--- config.mk ---
export PLATFORM = sky130hd
export DESIGN_NAME = double_int32_wrap_bitwise_alu_core
export DESIGN_NICKNAME = d
export VERILOG_FILES = /design/src/hdl/dibw_pkg.sv /design/src/hdl/double_int32_wrap_bitwise_alu_core.sv
export SDC_FILE = /design/constraint.sdc
export NUM_CORES = 2
export LEC_CHECK = 0
export BUFFER_PORTS_ARGS = -buffer_cell sky130_fd_sc_hd__buf_2
export CAP_MARGIN = 0
export CORE_ASPECT_RATIO = 1.75
export CORE_MARGIN = 1
export CORE_UTILIZATION = 65
export DETAILED_ROUTE_END_ITERATION = 8
export PLACE_DENSITY = 0.93
export SLEW_MARGIN = 30
export SYNTH_ARGS = -nofsm -noshare
export SYNTH_HDL_FRONTEND = slang
export SYNTH_SLANG_ARGS = --single-unit
--- constraint.sdc ---
create_clock -name clk -period 18.65 [get_ports clk]
set_input_delay 3.73 -clock clk [delete_from_list [all_inputs] [get_ports clk]]
set_output_delay 3.73 -clock clk [all_outputs]
set_load 0.01 [all_outputs]
--- src/hdl/dibw_pkg.sv ---
// ----------------------------------------------------------------------------
// dibw_pkg
// Shared types, command codes and conversion helpers for the bitwise ALU.
// ----------------------------------------------------------------------------
`default_nettype none
package dibw_pkg;

  typedef enum logic [2:0] {
    CMD_AND = 3'd0,
    CMD_OR  = 3'd1,
    CMD_XOR = 3'd2,
    CMD_NOT = 3'd3,
    CMD_SHL = 3'd4,
    CMD_SAR = 3'd5,
    CMD_SHR = 3'd6,
    CMD_NOP = 3'd7
  } cmd_t;

  localparam logic [10:0] EXP_MAX  = 11'h7FF;
  localparam logic [10:0] EXP_BIAS = 11'd1023;
  localparam logic [10:0] EXP_INT  = 11'd1075;

  // Truncate a double toward zero and wrap modulo 2^32.
  function automatic logic [31:0] dbl_to_u32(input logic [63:0] bits);
    logic [10:0] expo;
    logic [52:0] mant;
    logic [84:0] wide;
    logic [10:0] sh;
    logic [31:0] mag;
    expo = bits[62:52];
    mant = {1'b1, bits[51:0]};
    mag  = '0;
    if (expo != EXP_MAX && expo >= EXP_BIAS) begin
      if (expo >= EXP_INT) begin
        sh = expo - EXP_INT;
        if (sh < 11'd32) begin
          wide = {32'd0, mant} << sh[4:0];
          mag  = wide[31:0];
        end
      end else begin
        sh   = EXP_INT - expo;
        wide = {32'd0, mant} >> sh[5:0];
        mag  = wide[31:0];
      end
    end
    if (bits[63]) mag = 32'd0 - mag;
    return mag;
  endfunction

  // Exact double of a 33-bit magnitude with a sign; zero gives +0.
  function automatic logic [63:0] mag_to_dbl(input logic neg, input logic [32:0] mag);
    logic [5:0]  lz;
    logic [32:0] norm;
    logic [10:0] expo;
    lz = 6'd0;
    for (int i = 0; i < 33; i++) begin
      if (mag[i]) lz = 6'(32 - i);
    end
    norm = mag << lz;
    expo = EXP_BIAS + 11'd32 - 11'(lz);
    if (mag == 33'd0) return 64'd0;
    return {neg, expo, norm[31:0], 20'd0};
  endfunction

endpackage
`default_nettype wire

--- src/hdl/double_int32_wrap_bitwise_alu_core.sv ---
// ----------------------------------------------------------------------------
// double_int32_wrap_bitwise_alu_core
// Throughput 1 transaction per cycle while the output is not stalled.
// Stage 1 converts operands, stage 2 applies the operation, stage 3 packs
// the exact double. A stall holds all stages in place.
// Synchronous active-high reset clears the valid bits only.
// ----------------------------------------------------------------------------
`default_nettype none
module double_int32_wrap_bitwise_alu_core (
  input  wire logic        clk,
  input  wire logic        rst,
  input  wire logic        in_valid,
  output logic             in_stall,
  input  wire logic [2:0]  command,
  input  wire logic [63:0] operand_a,
  input  wire logic [63:0] operand_b,
  output logic             out_valid,
  input  wire logic        out_stall,
  output logic [63:0]      result_double,
  output logic [31:0]      result_word,
  output logic             result_unsigned
);
  import dibw_pkg::*;

  logic        v1, v2, v3;
  cmd_t        cmd1;
  logic [31:0] a1, b1;
  logic [31:0] r2;
  logic        uns2, ok2;
  logic [31:0] r2_next;
  logic        uns2_next, ok2_next;
  logic        adv;

  assign adv      = !(v3 && out_stall);
  assign in_stall = !adv;

  always_comb begin
    r2_next   = '0;
    uns2_next = 1'b0;
    ok2_next  = 1'b1;
    case (cmd1)
      CMD_AND: r2_next = a1 & b1;
      CMD_OR:  r2_next = a1 | b1;
      CMD_XOR: r2_next = a1 ^ b1;
      CMD_NOT: r2_next = ~a1;
      CMD_SHL: r2_next = a1 << b1[4:0];
      CMD_SAR: r2_next = $unsigned($signed(a1) >>> b1[4:0]);
      CMD_SHR: begin
        r2_next   = a1 >> b1[4:0];
        uns2_next = 1'b1;
      end
      default: ok2_next = 1'b0;
    endcase
  end

  always_ff @(posedge clk) begin
    if (rst) begin
      v1 <= 1'b0;
      v2 <= 1'b0;
      v3 <= 1'b0;
    end else if (adv) begin
      v1 <= in_valid;
      v2 <= v1;
      v3 <= v2;
    end
    if (adv) begin
      cmd1            <= cmd_t'(command);
      a1              <= dbl_to_u32(operand_a);
      b1              <= dbl_to_u32(operand_b);
      r2              <= r2_next;
      uns2            <= uns2_next;
      ok2             <= ok2_next;
      result_word     <= r2;
      result_unsigned <= uns2;
      if (!ok2) begin
        result_double <= 64'd0;
      end else if (uns2 || !r2[31]) begin
        result_double <= mag_to_dbl(1'b0, {1'b0, r2});
      end else begin
        result_double <= mag_to_dbl(1'b1, 33'h1_0000_0000 - {1'b0, r2});
      end
    end
  end

  assign out_valid = v3;

endmodule
`default_nettype wire

==> impl_results.md, run 1 <==
- Detailed placement HPWL: 100.3 mm
- Failed at: 5_1_grt
- Synth Warn #: 0
- Ys flop type: edfxtp_1
- IO Count: 234
- CTS resizes: 0
- Flops & latches, synth: 177
- GR Overflow Total: 83
- Seq/Total Area, Yosys: 0.1802
- Status: aborted with a tool error
- Setup repair bufs after CTS: 0
- H-tree Lvls: 4
- Die X-Extent: 162.6 um
- Row count: 102
- CTS Buf Count: 17
- Post-CTS Hold Buffers: 0
- Asr flop ratio synth: 0
- Vias in the first global route: 34080
- Height of the die: 283 um
- Synth cell types: 103
- CTS root buffer: clkbuf_16
- Starting Density: 0.6604
- Routability cong.: 1.162
- Mapped cell area: 0.02933 mm2
- Dominant cells by area after synthesis: edfxtp_1 (18%), mux4_2 (16%), mux2i_1 (10%), nand2_1 (4.7%), o21ai_0 (4.0%)
- Err: [ERROR GRT-0116] Global routing finished with congestion. Check the congestion regions in the DRC Viewer.
- Clock buffer depth: 2
- Top-area cell type share of the netlist area: 0.1782
- Gate Count Post-Synth: 3460
- Number of flops mapped to enable cells by yosys: 174
- First-pass GRT wire length: 233.2 mm
- Sink Count: 177
- Syn_area_per_cell: 8.476 um2
- Pin count of the biggest net entering global routing: 82
- Synth area leader: edfxtp_1
- Total track usage: 0.6843
- PortBufs: 213
[cell usage after synthesis, drive strengths merged, types with 13 or more instances]
cell,number
nand2,370
nor2,311
mux2i,303
o21ai,238
mux4,202
clkbuf,187
a21oi,182
edfxtp,174
buf,139
inv,109
nand3,93
mux2,88
ha,79
nor3,76
xnor2,68
a211oi,66
o22ai,46
o211ai,45
a31oi,38
o31ai,34
nand4,32
xor2,32
a21o,27
a22oi,27
and3,27
nor4,26
and2,24
nand2b,23
or4,22
o21a,21
or2,21
o2111ai,20
a221oi,19
a211o,17
o221ai,17
or3,16
o211a,15
a22o,13
nor2b,13
o22a,13
[layer usage]
layer / GRT overflow / track usage
met4: 31 / 0.7659
met5: 0 / 0.1223
met1: 1 / 0.6392
met2: 48 / 0.9215
met3: 3 / 0.4531
[kinds of logic after synthesis]
kind of cell             after synthesis  share of synthesized area
AO/OA/AOI/OAI                        982                     0.2269
flip-flops                           177                     0.1802
adder cells (fa/ha/maj)               79                    0.03370
other                                  1                  0.0001279
XOR/XNOR                             100                    0.02986
AND/OR/NAND/NOR                     1089                     0.1734
buffers and inverters                439                    0.06344
multiplexers                         593                     0.2923
[through the flow]
| stage | area [um2] | cells | setup slack (ns) | utilization | hold WS (ns) |
|---|---|---|---|---|---|
| CTS | 31160 | 4061 | 9.816 | 0.7015 | 0.4723 |
| detailed placement | 30540 | 4029 | 9.332 | 0.6876 | 0.4621 |
| global placement | 30520 | 4028 | 9.390 | 0.6873 | 0.4369 |
| floorplan | 29400 | 3479 | 6.801 | - | 0.4206 |
==> run 2: changes to the inputs <==
--- a/config.mk
+++ b/config.mk
@@ -7,11 +7,10 @@
 export LEC_CHECK = 0
 export BUFFER_PORTS_ARGS = -buffer_cell sky130_fd_sc_hd__buf_2
 export CAP_MARGIN = 0
-export CORE_ASPECT_RATIO = 1.75
 export CORE_MARGIN = 1
-export CORE_UTILIZATION = 65
+export CORE_UTILIZATION = 40
 export DETAILED_ROUTE_END_ITERATION = 8
-export PLACE_DENSITY = 0.93
+export PLACE_DENSITY_LB_ADDON = 0.15
 export SLEW_MARGIN = 30
 export SYNTH_ARGS = -nofsm -noshare
 export SYNTH_HDL_FRONTEND = slang
==> run 2 against run 1 <==
Effect of this change:
- the flow now finishes without violations
- synthesized area is the same
- synthesized cell count is the same
==> impl_results.md, run 2 <==
- Pint: 1668 uW
- Finish-stage setup viols: 0
- Detailed Route WL: 113.2 mm
- CTS tree: built
- Setup_tns: 0 ns
- Initial drt markers: 3903
- Worst setup margin: 9.755 ns
- Hold Violations, Final: 0
- Pin count of the biggest net entering global routing: 73
- Initial antenna violation count: 3
- Detail Route met2 WL: 50.86 mm
- Area delta synth->final: 7.346%
- Achievable frequency: 112.4 MHz
- Maximum VDD drop: 0.1031 mV
- Row count: 98 (-3.9%)
- Count leader, synth: nand2_1
- Die ar.: 0.07441 mm2
- PortBufs: 213 (unchanged)
- Hold Crit Class: flop to flop
- Mapped cell area: 0.02933 mm2 (unchanged)
- Sequential power share: 0.229
- CTS root buffer: clkbuf_16
- Period minus WS final: 8.895 ns
- Synth Warn #: 0 (unchanged)
- Setup WS pre-CTS: 9.487 ns (+0.1550 ns)
- Top-area cell type share of the netlist area: 0.1782 (unchanged)
- Starting Density: 0.4075 (-0.2529)
- Sink Count: 177 (unchanged)
- Slew Viols, Final: 0
- Final Cycle Share: 0.4770
- Worst-path clk slew: 0.07 ns
- Worst Path Max Fanout: 46
- Drt via density: 6.649
- Critical path arrival: 9.09 ns
- Max-Slew Margin vs Limit: 0.3023
- Most frequent cells after synthesis: nand2_1 (369), nor2_1 (310), mux2i_1 (303), o21ai_0 (234), mux4_2 (202)
- Met3 Routed Length: 9.793 mm
- Unrepaired setup endpoints after global routing: false
- Most common cell after layout, fill and taps aside: nand2_1
- Number of flip-flops in the largest register: 40
- Nets: 3674
- Flops & latches, synth: 177 (unchanged)
- Comb pwr share: 0.669
- R2R cell count: 16
- Synth area leader: edfxtp_1
- Post-CTS Hold Buffers: 0 (unchanged)
- CTS resizes: 0 (unchanged)
- Via Count: 29400
- IO Count: 234 (unchanged)
- CTS Buf Count: 17 (unchanged)
- Height of the die: 272.8 um (-3.6%)
- Setup Skew: 0.02184 ns
- Drt first pass iters: 8
- First-pass GRT wire length: 170.7 mm
- Crit. End Element: flop
- Clock buffer depth: 2 (unchanged)
- Syn_area_per_cell: 8.476 um2 (unchanged)
- Setup repair bufs after CTS: 0 (unchanged)
- Largest Register: result_double
- Clock Power Share: 0.102
- Vias in the first global route: 26770
- Seq/Total Area, Yosys: 0.1802 (unchanged)
- ANT cells: 0
- Gate Count Post-Synth: 3460 (unchanged)
- Total track usage: 0.2952
- Status: finished clean
- Highest Signal Layer: met5
- Share of cells above drive strength 1: 0.1956
- Routability cong.: 1.018 (-12%)
- Ys flop type: edfxtp_1
- P_sw: 1901 uW
- Number of flops mapped to enable cells by yosys: 174 (unchanged)
- Sw Share: 0.5326
- CP required: 18.85 ns
- Synth cell types: 103 (unchanged)
- Dominant cells by area after synthesis: edfxtp_1 (18%), mux4_2 (16%), mux2i_1 (10%), nand2_1 (4.7%), o21ai_0 (4.0%)
- Detailed placement HPWL: 86.40 mm (-14%)
- CP Class: primary input to flop
- Core Area: 0.07198 mm2
- Power per cell area: 113.4 mW/mm2
- GR Overflow Total: 0
- Commonest cells after routing, fill and taps aside: nand2_1 (368), nor2_1 (309), mux2i_1 (303), o21ai_0 (233), buf_2 (211)
- Routed len/inst: 25.59 um
- Metal1 wirelength: 49.11 mm
- H-tree Lvls: 4 (unchanged)
- Hold Path Depth: 2
- Leakage power: 0.01249 uW
- DRC viols: 0
- CP startpoint kind: primary input
- Die X-Extent: 272.8 um (+68%)
- Worst-skew pair later-pin latency: 0.48 ns
- Slew of the pin with the lowest slew margin: 1.044 ns
- Max Cap Viol: 0
- Routed Antenna Nets: 0
- Asr flop ratio synth: 0 (unchanged)
[run 2: cell counts after synthesis]
No cell type changed its count.
[run 2: final timing paths]
check | start | end | slack [ns]
worst max-delay path | operand_b[54] | b1[26]$_DFFE_PN_ | 9.75
worst min-delay path | v2$_SDFFE_PP0N_ | v2$_SDFFE_PP0N_ | 0.45
worst max register to register | r2[1]$_DFFE_PN_ | result_double[47]$_SDFFCE_PN0N_ | 12.44
worst min register to register | v2$_SDFFE_PP0N_ | v2$_SDFFE_PP0N_ | 0.45
[run 2: worst max-delay path, cell delays in order]
cell      delay [ns]
buf_2           0.08
buf_4           0.36
inv_1           0.11
ha_1            0.29
buf_4           0.29
clkinv_2        0.73
mux4_2          0.76
mux2i_1         0.22
a221o_1         0.28
o21a_1          0.14
nand2b_1        0.11
ha_1            0.16
or4b_2          0.60
nand2b_1        0.22
nor2_1          0.16
nand3_1         0.21
o41ai_1         0.48
xor2_1          0.13
[run 2: logic make-up (layout without fill, tap and decap cells)]
group / after synthesis / after routing / synth area share
mux: 593 / 593 / 0.2923
flops: 177 / 177 / 0.1802
simple gates: 1089 / 1089 / 0.1734
fa+ha+maj: 79 / 79 / 0.03370
other cells: 1 / 20 / 0.0001279
buf+inv: 439 / 432 / 0.06344
compound gates: 982 / 982 / 0.2269
xor+xnor: 100 / 100 / 0.02986
[run 2: area by class of cell]
class | count | area [um2]
fillers | 7204 | 40490
multi-input cells | 2863 | 22360
flip-flops and latches | 177 | 5285
repair buffers | 288 | 1638
well taps | 950 | 1189
clock buffers | 17 | 425.4
inverters | 113 | 425.4
clock inverters | 14 | 165.2
[run 2: metal layers]
metal,global-route usage,vias up
li1,-,13320
met1,0.4203,14290
met2,0.4562,1591
met3,0.04639,201
met4,0.09225,6
met5,0,-
[run 2: power groups by stage]
stage / sequential [uW] / clock, uW / combinational [uW]
floorplan: 718 / 0 / 1620
global placement: 817 / 0 / 2320
detailed placement: 817 / 0 / 2300
CTS: 809 / 372 / 2310
global route: 829 / 384 / 2540
finish: 818 / 364 / 2390
[run 2: metrics by stage]
stage               total power, uW  cells  hold slack, ns    util  cell area (um2)
global placement               3133   4391          0.4384  0.4290            30880
floorplan                      2337   3479          0.4206       -            29400
detailed placement             3121   4391          0.4404  0.4291            30880
CTS                            3495   4422          0.4511  0.4373            31470
global route                   3754   4422          0.4653  0.4374            31480
finish                         3570   4422          0.4474  0.4374            31480
Power figures use the tool's default switching activity.
